`src/hdl/skt_pkg.sv`:
```
// Types and codes for the sorted key table
package skt_pkg;

    localparam int HANDLE_BITS = 16;
    localparam int COUNT_BITS  = 5;

    localparam logic [1:0] ACT_FIND   = 2'd0;
    localparam logic [1:0] ACT_INSERT = 2'd1;
    localparam logic [1:0] ACT_REMOVE = 2'd2;

    localparam logic [1:0] STAT_OK       = 2'd0;
    localparam logic [1:0] STAT_NOTFOUND = 2'd1;
    localparam logic [1:0] STAT_DUP      = 2'd2;
    localparam logic [1:0] STAT_FULL     = 2'd3;

    typedef enum logic [2:0] {
        ST_IDLE,
        ST_SEARCH,
        ST_SH_RD,
        ST_SH_WR,
        ST_PLACE,
        ST_RM_RD,
        ST_RM_WR,
        ST_RESULT
    } state_t;

endpackage

```
`src/hdl/sorted_key_table.sv`:
```
// Sorted key table: find / insert / remove over a RAM of entries kept in key order.
// Search scans the RAM one entry a cycle up to the first entry whose key is at or above
// the key. Insert moves each entry above the slot up one place (a read state, then a write
// state) and then places the new entry; remove moves each entry above the hit down one place.
// One transaction at a time; the next is taken while a finished result waits in the output
// register. Reset clears the fill count and control state only; no clearing pass of the RAM.
module sorted_key_table import skt_pkg::*; #(
    parameter int CAPACITY = 16,
    parameter int KEY_BITS = 31
) (
    input  logic                   clk,
    input  logic                   rst_n,
    input  logic                   in_valid,
    output logic                   in_stall,
    input  logic [1:0]             action,
    input  logic [KEY_BITS-1:0]    key,
    input  logic [HANDLE_BITS-1:0] handle,
    output logic                   out_valid,
    input  logic                   out_stall,
    output logic [1:0]             status,
    output logic [HANDLE_BITS-1:0] found_handle,
    output logic [COUNT_BITS-1:0]  entry_count
);

    localparam int AW = (CAPACITY > 1) ? $clog2(CAPACITY) : 1;
    localparam int CW = $clog2(CAPACITY + 1);
    localparam int EW = KEY_BITS + HANDLE_BITS;

    state_t state_reg, state_next;

    logic [1:0]             act_reg, act_next;
    logic [KEY_BITS-1:0]    key_reg, key_next;
    logic [HANDLE_BITS-1:0] hnd_reg, hnd_next;
    logic [CW-1:0]          idx_reg, idx_next;
    logic [CW-1:0]          pos_reg, pos_next;
    logic                   pend_reg, pend_next;
    logic [CW-1:0]          fill_reg, fill_next;
    logic [1:0]             res_status_reg, res_status_next;
    logic [HANDLE_BITS-1:0] res_fh_reg, res_fh_next;
    logic                   out_valid_reg, out_valid_next;
    logic [1:0]             status_reg, status_next;
    logic [HANDLE_BITS-1:0] fh_reg, fh_next;
    logic [COUNT_BITS-1:0]  count_reg, count_next;

    logic          ram_we;
    logic [AW-1:0] ram_waddr, ram_raddr;
    logic [EW-1:0] ram_wdata, ram_rdata;

    logic [KEY_BITS-1:0]    rd_key;
    logic [HANDLE_BITS-1:0] rd_hnd;
    logic [CW-1:0]          idx_inc, idx_dec, srch_pos;
    logic [CW:0]            pos_plus1, idx_plus2, fill_wide;
    logic [CW+COUNT_BITS-1:0] fill_ext;
    logic srch_issue, srch_ge, srch_end, srch_done, hit, full;
    logic is_insert, is_remove, rm_more, out_load;

    skt_ram #(
        .WIDTH (EW),
        .DEPTH (CAPACITY)
    ) u_ram (
        .clk   (clk),
        .we    (ram_we),
        .waddr (ram_waddr),
        .wdata (ram_wdata),
        .raddr (ram_raddr),
        .rdata (ram_rdata)
    );

    assign rd_key = ram_rdata[EW-1:HANDLE_BITS];
    assign rd_hnd = ram_rdata[HANDLE_BITS-1:0];

    assign idx_inc = idx_reg + CW'(1);
    assign idx_dec = idx_reg - CW'(1);

    // scan: read issued at idx, data for idx-1 compared in the next cycle
    assign srch_issue = (idx_reg < fill_reg);
    assign srch_ge    = pend_reg && (rd_key >= key_reg);
    assign srch_end   = !pend_reg && !srch_issue;
    assign srch_done  = srch_ge || srch_end;
    assign hit        = srch_ge && (rd_key == key_reg);
    assign srch_pos   = srch_ge ? idx_dec : idx_reg;

    assign fill_wide = {1'b0, fill_reg};
    assign pos_plus1 = {1'b0, srch_pos} + (CW+1)'(1);
    assign idx_plus2 = {1'b0, idx_reg} + (CW+1)'(2);
    assign rm_more   = (idx_plus2 < fill_wide);
    assign full      = (fill_reg >= CW'(CAPACITY));
    assign is_insert = (act_reg == ACT_INSERT);
    assign is_remove = (act_reg == ACT_REMOVE);
    assign out_load  = !out_valid_reg || !out_stall;
    assign fill_ext  = {{COUNT_BITS{1'b0}}, fill_reg};

    always_comb
    begin
        state_next = state_reg;
        unique case (state_reg)
            ST_IDLE:
            begin
                if (in_valid)
                begin
                    state_next = ST_SEARCH;
                end
            end
            ST_SEARCH:
            begin
                if (srch_done)
                begin
                    if (is_insert)
                    begin
                        if (hit || full)
                        begin
                            state_next = ST_RESULT;
                        end
                        else if (srch_pos == fill_reg)
                        begin
                            state_next = ST_PLACE;
                        end
                        else
                        begin
                            state_next = ST_SH_RD;
                        end
                    end
                    else if (is_remove && hit && (pos_plus1 < fill_wide))
                    begin
                        state_next = ST_RM_RD;
                    end
                    else
                    begin
                        state_next = ST_RESULT;
                    end
                end
            end
            ST_SH_RD:
            begin
                state_next = ST_SH_WR;
            end
            ST_SH_WR:
            begin
                state_next = (idx_dec == pos_reg) ? ST_PLACE : ST_SH_RD;
            end
            ST_PLACE:
            begin
                state_next = ST_RESULT;
            end
            ST_RM_RD:
            begin
                state_next = ST_RM_WR;
            end
            ST_RM_WR:
            begin
                state_next = rm_more ? ST_RM_RD : ST_RESULT;
            end
            ST_RESULT:
            begin
                if (out_load)
                begin
                    state_next = ST_IDLE;
                end
            end
            default:
            begin
                state_next = ST_IDLE;
            end
        endcase
    end

    always_comb
    begin
        act_next        = act_reg;
        key_next        = key_reg;
        hnd_next        = hnd_reg;
        idx_next        = idx_reg;
        pos_next        = pos_reg;
        pend_next       = 1'b0;
        fill_next       = fill_reg;
        res_status_next = res_status_reg;
        res_fh_next     = res_fh_reg;
        out_valid_next  = out_valid_reg && out_stall;
        status_next     = status_reg;
        fh_next         = fh_reg;
        count_next      = count_reg;
        ram_we          = 1'b0;
        ram_waddr       = idx_reg[AW-1:0];
        ram_wdata       = ram_rdata;
        ram_raddr       = idx_reg[AW-1:0];

        unique case (state_reg)
            ST_IDLE:
            begin
                if (in_valid)
                begin
                    act_next = action;
                    key_next = key;
                    hnd_next = handle;
                    idx_next = '0;
                end
            end
            ST_SEARCH:
            begin
                pend_next = srch_issue;
                if (srch_issue)
                begin
                    idx_next = idx_inc;
                end
                if (srch_done)
                begin
                    pos_next    = srch_pos;
                    res_fh_next = '0;
                    if (is_insert)
                    begin
                        idx_next = fill_reg;
                        if (hit)
                        begin
                            res_status_next = STAT_DUP;
                        end
                        else if (full)
                        begin
                            res_status_next = STAT_FULL;
                        end
                        else
                        begin
                            res_status_next = STAT_OK;
                        end
                    end
                    else if (is_remove)
                    begin
                        idx_next = srch_pos;
                        if (hit)
                        begin
                            res_status_next = STAT_OK;
                            res_fh_next     = rd_hnd;
                            if (!(pos_plus1 < fill_wide))
                            begin
                                fill_next = fill_reg - CW'(1);
                            end
                        end
                        else
                        begin
                            res_status_next = STAT_NOTFOUND;
                        end
                    end
                    else
                    begin
                        // find, and the spare action code
                        if (hit)
                        begin
                            res_status_next = STAT_OK;
                            res_fh_next     = rd_hnd;
                        end
                        else
                        begin
                            res_status_next = STAT_NOTFOUND;
                        end
                    end
                end
            end
            ST_SH_RD:
            begin
                ram_raddr = idx_dec[AW-1:0];
            end
            ST_SH_WR:
            begin
                ram_we    = 1'b1;
                ram_waddr = idx_reg[AW-1:0];
                ram_wdata = ram_rdata;
                idx_next  = idx_dec;
            end
            ST_PLACE:
            begin
                ram_we    = 1'b1;
                ram_waddr = pos_reg[AW-1:0];
                ram_wdata = {key_reg, hnd_reg};
                fill_next = fill_reg + CW'(1);
            end
            ST_RM_RD:
            begin
                ram_raddr = idx_inc[AW-1:0];
            end
            ST_RM_WR:
            begin
                ram_we    = 1'b1;
                ram_waddr = idx_reg[AW-1:0];
                ram_wdata = ram_rdata;
                idx_next  = idx_inc;
                if (!rm_more)
                begin
                    fill_next = fill_reg - CW'(1);
                end
            end
            ST_RESULT:
            begin
                if (out_load)
                begin
                    out_valid_next = 1'b1;
                    status_next    = res_status_reg;
                    fh_next        = res_fh_reg;
                    count_next     = fill_ext[COUNT_BITS-1:0];
                end
            end
            default:
            begin
                ram_we = 1'b0;
            end
        endcase
    end

    always_ff @(posedge clk or negedge rst_n)
    begin
        if (!rst_n)
        begin
            state_reg     <= ST_IDLE;
            pend_reg      <= 1'b0;
            fill_reg      <= '0;
            out_valid_reg <= 1'b0;
        end
        else
        begin
            state_reg     <= state_next;
            pend_reg      <= pend_next;
            fill_reg      <= fill_next;
            out_valid_reg <= out_valid_next;
        end
    end

    always_ff @(posedge clk)
    begin
        act_reg        <= act_next;
        key_reg        <= key_next;
        hnd_reg        <= hnd_next;
        idx_reg        <= idx_next;
        pos_reg        <= pos_next;
        res_status_reg <= res_status_next;
        res_fh_reg     <= res_fh_next;
        status_reg     <= status_next;
        fh_reg         <= fh_next;
        count_reg      <= count_next;
    end

    assign in_stall     = (state_reg != ST_IDLE);
    assign out_valid    = out_valid_reg;
    assign status       = status_reg;
    assign found_handle = fh_reg;
    assign entry_count  = count_reg;

endmodule

```
`src/hdl/skt_ram.sv`:
```
// Generic single-port-write, single-port-read RAM with registered read
module skt_ram #(
    parameter int WIDTH = 8,
    parameter int DEPTH = 16
) (
    input  logic                                        clk,
    input  logic                                        we,
    input  logic [((DEPTH > 1) ? $clog2(DEPTH) : 1)-1:0] waddr,
    input  logic [WIDTH-1:0]                            wdata,
    input  logic [((DEPTH > 1) ? $clog2(DEPTH) : 1)-1:0] raddr,
    output logic [WIDTH-1:0]                            rdata
);

    logic [WIDTH-1:0] store_reg [DEPTH];
    logic [WIDTH-1:0] rdata_reg;

    always_ff @(posedge clk)
    begin
        if (we)
        begin
            store_reg[waddr] <= wdata;
        end
        rdata_reg <= store_reg[raddr];
    end

    assign rdata = rdata_reg;

endmodule

```
`config.mk`:
```
export PLATFORM = sky130hd
export DESIGN_NAME = sorted_key_table
export DESIGN_NICKNAME = d
export VERILOG_FILES = /design/src/hdl/skt_pkg.sv /design/src/hdl/sorted_key_table.sv /design/src/hdl/skt_ram.sv
export SDC_FILE = /design/constraint.sdc
export NUM_CORES = 1
export LEC_CHECK = 0
export BUFFER_PORTS_ARGS = -buffer_cell sky130_fd_sc_hd__buf_2
export CORE_MARGIN = 10
export CORE_UTILIZATION = 67
export DETAILED_ROUTE_END_ITERATION = 8
export GPL_ROUTABILITY_DRIVEN = 0
export PLACE_DENSITY = 0.89
export SLEW_MARGIN = 5
export SYNTH_ARGS = -nofsm -noshare
export SYNTH_HDL_FRONTEND = slang
export SYNTH_HIERARCHICAL = 1
export SYNTH_SLANG_ARGS = --single-unit
export TNS_END_PERCENT = 1
```
`constraint.sdc`:
```
create_clock -name clk -period 14.4 [get_ports clk]
set_clock_uncertainty 0.15 [all_clocks]
set_input_delay 2.88 -clock clk [delete_from_list [all_inputs] [get_ports clk]]
set_output_delay 2.88 -clock clk [all_outputs]
set_load 0.02 [all_outputs]
```
Word-level counts from Yosys, hierarchy flattened --
Memory sizes are Yosys's and may differ from the RTL's. A register that Yosys moved wholly into a read port is not among the register bits. Cells that the tools add are included.
Storage, ports and cells: word-level logic and storage cells 109, memories kept 1, input port bits 53, memory bits (writable) 752, register bits after elaboration 110
Cells by class: add/sub/neg operators 6, bitwise gates (word level) 1, multiplexer cells 37, reductions and logical operators 25, equality and inequality tests 20, order comparisons 5
Memories:
- u_ram.store_reg | depth 16, bits a word 47, read ports 1, clocked after Yosys merged registers in 1, wr ports 1, RTL line skt_ram.sv:14 | logic [WIDTH-1:0] store_reg [DEPTH];
Operator list (number):
- $mux 5 | 12
- $mux 47 | 1
- $eq 31x31->1 | 1
- $ge 31x31->1 | 1
- $pmux 3 s8 | 1
- $mux 3 | 7
- $pmux 5 s4 | 1
- $ne 2x2->1 const B | 8
- $pmux 5 s3 | 1
- $eq 3x3->1 const B | 4
- $lt 6x5->1 | 2
- $add 5x1->5 const B | 2
- $eq 5x5->1 | 2
- $mux 2 | 5
- $sub 5x1->5 const B | 2
- $pmux 4 s2 | 1
- $reduce_and 2->1 | 4
- $mux 1 | 7
- $reduce_and 7->1 | 1
- $add 5x1->6 const B | 1
- $add 5x2->6 const B | 1
- $eq 3x2->1 const B | 2
- $logic_and 1x1->1 | 6
- $reduce_bool 3->1 | 2
- 14 further kinds | 19

Logic depth before layout (Yosys ltp) --
Gate-level depths: netlist (run 1).
depth in word-level cells 11, mapped depth 18

Hierarchy --
The synthesis (run 1) kept the hierarchy.
Modules (own cells, without submodules):
- skt_ram | area each 29130.4 sq um, times used 1, cells each 1217
- sorted_key_table | area each 6492.5 sq um, times used 1, cells each 586

Worst setup path after synthesis (run 1) --
No wires, ideal clock.
path kind register -> register, start reg state_reg[0], end mem u_ram/store_reg[0][0] (netlist name), enable pin, required time 13.740 ns, setup slack 8.387 ns, data arrival time 5.353 ns, library setup time 0.510 ns, stages on the path, launching flop included 8, cell sequence dfrtp_1 -> nand2b_1 -> clkbuf_1 -> nor2_1 -> clkbuf_1 -> o21ai_0 -> or3b_2 -> nor3_1
On the way: elaborated cells between the ends (all ways) 8, classes of those cells eq/ne (3); mux (4); reduce/logical (1)
RTL lines:
- start: declaration | RTL line sorted_key_table.sv:29 | state_t state_reg, state_next;
- start signal: assignment | RTL line sorted_key_table.sv:318 | state_reg <= state_next;
- $eq 3x3->1 | RTL line sorted_key_table.sv:187 | unique case (state_reg)
- $mux 4 | RTL line sorted_key_table.sv:187
- named net ram_waddr[2] | RTL line sorted_key_table.sv:46 | logic [AW-1:0] ram_waddr, ram_raddr;
- end: declaration | RTL line skt_ram.sv:14
The timed path passes the listed nets, and every way through them passes these cells.

Worst setup path in the final report (run 1) --
start reg idx_reg[0], end reg u_ram.rdata_reg[20] (netlist: u_ram/rdata[20]) (read register of u_ram.store_reg)
On the way: word-level cells in the longest chain between the ends 2, elaborated cells between the ends (all ways) 3, classes of those cells add/sub (2); mux (1)
RTL lines:
- start: declaration | RTL line sorted_key_table.sv:34 | logic [CW-1:0] idx_reg, idx_next;
- start signal: assignment | RTL line sorted_key_table.sv:330 | idx_reg <= idx_next;
- $add 5x1->5 / $sub 5x1->5 (equally long branches) | RTL line sorted_key_table.sv:72, sorted_key_table.sv:73
- $pmux 4 s2 (*) | RTL line sorted_key_table.sv:187
- named net ram_raddr[1] | RTL line sorted_key_table.sv:46
- end: declaration | RTL line skt_ram.sv:15 | logic [WIDTH-1:0] rdata_reg;
Mark *: on every way through the listed nets, which the timed path passes. The rest lies on a longest branch. A chain may end at the register's enable or synchronous reset.

==> results of run 1 <==
stage by stage:
stage          instances  setup slack, ns
5_1_grt             2695             8.48
6_report            2696             8.56
4_1_cts             2693             8.63
2_1_floorplan       1803             8.39
3_5_place_dp        2538             8.79
3_3_place_gp        2538             9.09
cells in the mapped netlist (18+ instances only):
master,n
a21oi_1,36
a22oi_1,94
and2_1,19
clkbuf_1,51
dfxtp_1,47
edfxtp_1,852
ha_1,53
inv_1,48
mux2_2,18
mux4_2,188
nand2_1,104
nor2_1,32
o21ai_0,49
xnor2_1,28
layout make-up:
type / count / area, sq um / share of cell area (%)
well taps: 688 / 861 / 2.16
inverters: 50 / 188 / 0.471
clock inverters: 36 / 478 / 1.20
clock buffers: 119 / 2390 / 5.99
diodes: 1 / 2.50 / 0.00628
multi-input cells: 757 / 8350 / 20.9
flip-flops and latches: 909 / 26800 / 67.2
repair buffers: 136 / 828 / 2.08
routing by layer:
metal	part of all wire (%)	global-route usage (%)	routed length (um)
met5	0	0	0
met4	6.2	16.6	5840
met3	14	7.59	12900
met2	48	47.7	45700
met1	32	38.6	30000
cells by family (layout without fill, tap and decap cells):
kind of cell    count (synthesis)  after routing
compound gates                235            235
xor+xnor                       36             36
fa+ha+maj                      54             54
buf+inv                       137            341
flops                         909            909
mux                           212            212
other cells                     0              1
simple gates                  220            220
cells in the final DEF, fill, tap and decap left out, types with 11 or more instances in the layout:
master	n
edfxtp_1	852
mux4_2	188
nand2_1	104
a22oi_1	94
clkbuf_16	87
buf_2	77
buf_4	59
ha_1	53
inv_1	48
dfxtp_1	47
o21ai_0	43
a21oi_1	35
xnor2_1	27
clkbuf_1	23
nor2_1	18
mux2_2	18
and2_1	18
clkinv_2	14
nor2_4	13
bufinv_16	11
power groups by stage:
stage / clock [W] / sequential, W / combinational, W
after floorplan: 0 / 0.00390 / 0.00299
after global placement: 0 / 0.00393 / 0.00375
after detailed placement: 0 / 0.00397 / 0.00396
after CTS: 0.00235 / 0.00395 / 0.00417
after global routing: 0.00245 / 0.00397 / 0.00447
final: 0.00234 / 0.00396 / 0.00425
path summary, 6_finish.rpt:
check,from,to,slack [ns]
setup reg to reg,idx_reg[0],u_ram/rdata[20],8.56
hold / removal,res_fh_reg[6],found_handle[6],0.27
max in group asynchronous,rst_n,fill_reg[0],11.93
setup / recovery,idx_reg[0],u_ram/rdata[20],8.56
hold reg to reg,res_fh_reg[6],found_handle[6],0.27
min in group asynchronous,rst_n,pend_reg,1.96
worst max-delay path: stages, from the launching register on:
cell      delay [ns]
edfxtp_1        0.61
inv_1           0.23
ha_1            0.54
or3_1           0.16
o21ai_0         0.16
a221oi_4        0.36
buf_4           0.93
buf_4           0.89
buf_4           0.77
mux4_2          0.43
a22oi_1         0.24
nand2_1         0.13
==> results.sh, run 1 <==
export IMPL_synthFlopType="edfxtp_1"
export IMPL_status="finished clean"
export IMPL_fin_crit_sh_pct=40.6
export IMPL_crit_type="register to register"
export IMPL_synth_area_top_cells="edfxtp_1 72%, mux4_2 12%, dfxtp_1 2.6%"
export IMPL_grt_setup_unrepaired="no"
export IMPL_synth_top_family_by_area="multiplexers"
export IMPL_dpl_cell_area_sq_um=37000
export IMPL_min_path_type="register to register"
export IMPL_yosysTopAreaCell="edfxtp_1"
export IMPL_cts_resized=0
export IMPL_port_buffers=77
export IMPL_vias_per_cell=7.47
export IMPL_clk_path_buf_depth=3
export IMPL_p_int_w=0.00678
export IMPL_vias=20132
export IMPL_die_x_um=251
export IMPL_period_needed_ns=5.84
export IMPL_yosys_warnings=6
export IMPL_swShare_pct=35.7
export IMPL_reg2regPathDepth=11
export IMPL_yosys_area_share_simple_pct=2.96
export IMPL_syn_area_per_cell_sq_um=19.8
export IMPL_drtIter0Drc=3279
export IMPL_cp_required_ns=14.74
export IMPL_grt_use_total_pct=30.3
export IMPL_areaGrowthSynthToFinish_pct=11.9
export IMPL_setup_tns_ns=0
export IMPL_drive_above_1_share_pct=25.5
export IMPL_grt_pass1_wl_um=140000
export IMPL_grt_max_degree=73
export IMPL_yosysUniqueCellTypes=70
export IMPL_synth_cells=1803
export IMPL_peakVddDrop_mv=0.227
export IMPL_synth_mux_area_share_pct=12.7
export IMPL_power_total_w=0.0105
export IMPL_synth_area_sq_um=35600
export IMPL_synth_seq_area_share_pct=75.2
export IMPL_yosys_register_bits=909
export IMPL_p_sw_w=0.00377
export IMPL_dieArea_sq_um=62800
export IMPL_holdPathStages=0
export IMPL_critPathLaunchType="register"
export IMPL_h_tree_depth=3
export IMPL_grt_pass1_vias=20602
export IMPL_syn_nets=1910
export IMPL_holdWs_ns=0.268
export IMPL_synth_edf_count=852
export IMPL_slew_headroom_pct=10.3
export IMPL_placementRows=84
export IMPL_p_seq_share_pct=37.5
export IMPL_overflow=0
export IMPL_final_util_pct=75.7
export IMPL_clk_pin_slew_worst_paths_ns=0.06
export IMPL_synthArstFlopShare_pct=1.10
export IMPL_cp_arrival_ns=6.18
export IMPL_clock_sinks=909
export IMPL_setup_viol=0
export IMPL_coreArea_sq_um=52700
export IMPL_cts_root_buf="clkbuf_16"
export IMPL_max_freq_mhz=171
export IMPL_drt_first_pass_iters=6
export IMPL_finalNetCount=2045
export IMPL_synth_top_cell_area_share_pct=71.8
export IMPL_powerDensity_nw_per_um2=265
export IMPL_p_leak_nw=13.3
export IMPL_die_height_um=251
export IMPL_ant_nets=0
export IMPL_synthAdderAreaFrac_pct=1.92
export IMPL_crit_fanout=72
export IMPL_crit_path_end_kind="register"
export IMPL_wirelength_um=94500
export IMPL_p_comb_share_pct=40.3
export IMPL_synth_xor_area_share_pct=0.906
export IMPL_cts_buffers=84
export IMPL_synth_compound_area_share_pct=4.52
export IMPL_p_clk_share_pct=22.2
export IMPL_hold_buffers=0
export IMPL_maxSlewViolCount=0
export IMPL_cts_setup_buffers=0
export IMPL_largest_reg_flops=752
export IMPL_final_area_sq_um=39900
export IMPL_drc=0
export IMPL_ios=78
export IMPL_clkLatencyLatePin_ns=0.64
export IMPL_worst_pin_slew_ns=1.33
export IMPL_cts_tree="built"
export IMPL_antenna_found_initial=1
export IMPL_hpwlAfterDp_um=44100
export IMPL_drv_cap=0
export IMPL_initial_core_util_pct=67.7
export IMPL_fill_cells=2428
export IMPL_finalHoldViolCount=0
export IMPL_wl_per_cell_um=35.0
Note: power is estimated with default switching activity, not from simulation.
==> run 2: changes to the inputs <==
- CORE_UTILIZATION: 67 -> 62
- PLACE_DENSITY: 0.89 -> 0.84
- clock period: 14.4 -> 6.1 ns (I/O delays scaled with it)
==> run 2 against run 1 <==
Clock power up 130%. First-iteration DRC count decreased by 18%. Worst setup slack worse by 7.5 ns. Critical path depth up 7. Via count down 6.2%. Design area is 0.33% higher. Worst hold slack hardly changed. Combinational power is 130% higher. Count of clock-buffer cells in the layout shrank 2. Maximum frequency grew 16%. Register-to-register slack got worse by 7.5 ns. Critical path type unchanged.
==> results.sh, run 2 (synthesis gave the netlist of run 1 again) <==
export IMPL_powerDensity_nw_per_um2=606
export IMPL_clock_sinks=909
export IMPL_placementRows=87
export IMPL_setup_tns_ns=0
export IMPL_die_height_um=260
export IMPL_met2_usage_pct=41.1
export IMPL_worst_pin_slew_ns=1.12
export IMPL_setup_viol=0
export IMPL_grt_use_met3_pct=4.82
export IMPL_drt_first_pass_iters=6
export IMPL_wirelength_um=84100
export IMPL_die_x_um=260
export IMPL_final_util_pct=70.7
export IMPL_dieArea_sq_um=67400
export IMPL_cts_tree="built"
export IMPL_status="finished clean"
export IMPL_cp_required_ns=6.46
export IMPL_maxSlewViolCount=0
export IMPL_ios=78
export IMPL_drc=0
export IMPL_areaGrowthSynthToFinish_pct=12.3
export IMPL_crit_fanout=5
export IMPL_cts_setup_buffers=0
export IMPL_port_buffers=77
export IMPL_met1_usage_pct=33.4
export IMPL_slew_headroom_pct=25.1
export IMPL_wl_per_cell_um=30.4
export IMPL_post_place_ws_ns=1.30
export IMPL_min_path_type="register to register"
export IMPL_grt_pass1_vias=19313
export IMPL_crit_path_end_kind="register"
export IMPL_grt_use_total_pct=25.2
export IMPL_layout_common_cells="852 x edfxtp_1, 188 x mux4_2, 104 x nand2_1, 94 x a22oi_1, 87 x clkbuf_16"
export IMPL_initial_core_util_pct=62.9
export IMPL_critPathLaunchType="register"
export IMPL_antenna_cells=0
export IMPL_grt_pass1_wl_um=126000
export IMPL_coreArea_sq_um=56600
export IMPL_finalHoldViolCount=0
export IMPL_ant_nets=0
export IMPL_dpl_cell_area_sq_um=37200
export IMPL_drv_cap=0
export IMPL_cts_root_buf="clkbuf_16"
export IMPL_dp_cells=2610
export IMPL_drive_above_1_share_pct=25.3
export IMPL_crit_type="register to register"
export IMPL_finalNetCount=2048
export IMPL_vias=18883
export IMPL_clk_path_buf_depth=3
export IMPL_vias_per_cell=6.82
export IMPL_fin_crit_sh_pct=82.7
export IMPL_peakVddDrop_mv=0.560
export IMPL_period_needed_ns=5.04
export IMPL_grt_max_degree=97
export IMPL_grt_setup_unrepaired="no"
export IMPL_overflow=0
export IMPL_antenna_found_initial=3
export IMPL_worst_slack_ns=1.06
export IMPL_final_area_sq_um=40000
export IMPL_max_freq_mhz=198
export IMPL_clk_pin_slew_worst_paths_ns=0.06
export IMPL_busiest_layer="met2"
export IMPL_final_common_cell="edfxtp_1"
export IMPL_drtIter0Drc=2698
export IMPL_hpwlAfterDp_um=42400
export IMPL_cp_arrival_ns=5.41
export IMPL_clkLatencyLatePin_ns=0.64
export IMPL_largest_reg_flops=752
export IMPL_h_tree_depth=3
export IMPL_hold_buffers=0
export IMPL_p_leak_nw=13.3
export IMPL_cts_buffers=85
export IMPL_cts_resized=0
export IMPL_final_cell_count_no_fill=2768
-- run 2: cell count changes in the layout (fill, tap and decap cells not counted), moves of 2 or more --
| cell | previous run | this run |
|---|---|---|
| clkinv_1 | 4 | 10 |
| buf_4 | 59 | 52 |
| bufinv_16 | 11 | 8 |
| buf_12 | 0 | 9 |
| clkbuf_8 | 9 | 7 |
| inv_6 | 3 | 6 |
-- run 2: path summary, 6_finish.rpt --
| path | end | start | depth (start not counted) | slack (ns) |
|---|---|---|---|---|
| hold reg to reg | found_handle[4] | res_fh_reg[4] | 0 | 0.27 |
| min in group asynchronous | pend_reg | rst_n | 1 | 0.29 |
| max in group asynchronous | state_reg[0] | rst_n | 1 | 5.28 |
| setup / recovery | fill_reg[1] | key_reg[13] | 18 | 1.06 |
| hold / removal | found_handle[4] | res_fh_reg[4] | 0 | 0.27 |
| setup reg to reg | fill_reg[1] | key_reg[13] | 18 | 1.06 |
-- run 2: routing by layer --
| metal | vias to the layer above | wire length, um | part of all wire, % |
|---|---|---|---|
| li1 | 7617 | - | - |
| met1 | 9627 | 29900 | 36 |
| met2 | 1393 | 42000 | 50 |
| met3 | 242 | 9300 | 11 |
| met4 | 4 | 2910 | 3.5 |
| met5 | - | 27 | 0.032 |
-- run 2: per-stage QoR --
step | total power [W] | hold slack (ns)
2_1_floorplan | 0.0162 | 0.250
3_3_place_gp | 0.0183 | 0.252
3_5_place_dp | 0.0187 | 0.255
4_1_cts | 0.0242 | 0.268
5_1_grt | 0.0252 | 0.279
6_report | 0.0242 | 0.268
-- run 2: power by group --
| group | switching [W] | leakage [nW] | internal [W] |
|---|---|---|---|
| sequential | 0.000503 | 8.23 | 0.00879 |
| combinational | 0.00560 | 3.76 | 0.00402 |
| clock | 0.00225 | 1.36 | 0.00306 |
-- run 2: final cells by class --
cell class / count / area, sq um
clock buffers: 117 / 2360
clock inverters: 41 / 428
fillers: 3161 / 16600
inverters: 50 / 188
multi-input cells: 757 / 8350
flip-flops and latches: 909 / 26800
well taps: 756 / 946
repair buffers: 138 / 956
-- run 2: critical path: stages (launching register included) --
cell and delay [ns]:
edfxtp_1 0.32, inv_1 0.05, ha_1 0.36, nand4_1 0.16, nor3_2 0.57, o31ai_1 0.35
a21boi_4 0.40, o21a_1 0.21, xnor2_1 0.22, ha_1 0.31, ha_1 0.26, nor2b_1 0.13
o21a_1 0.16, o21ai_0 0.15, nand2b_1 0.08, a21oi_1 0.17, o21ai_0 0.11, o21ai_1 0.37
mux2_2 0.38
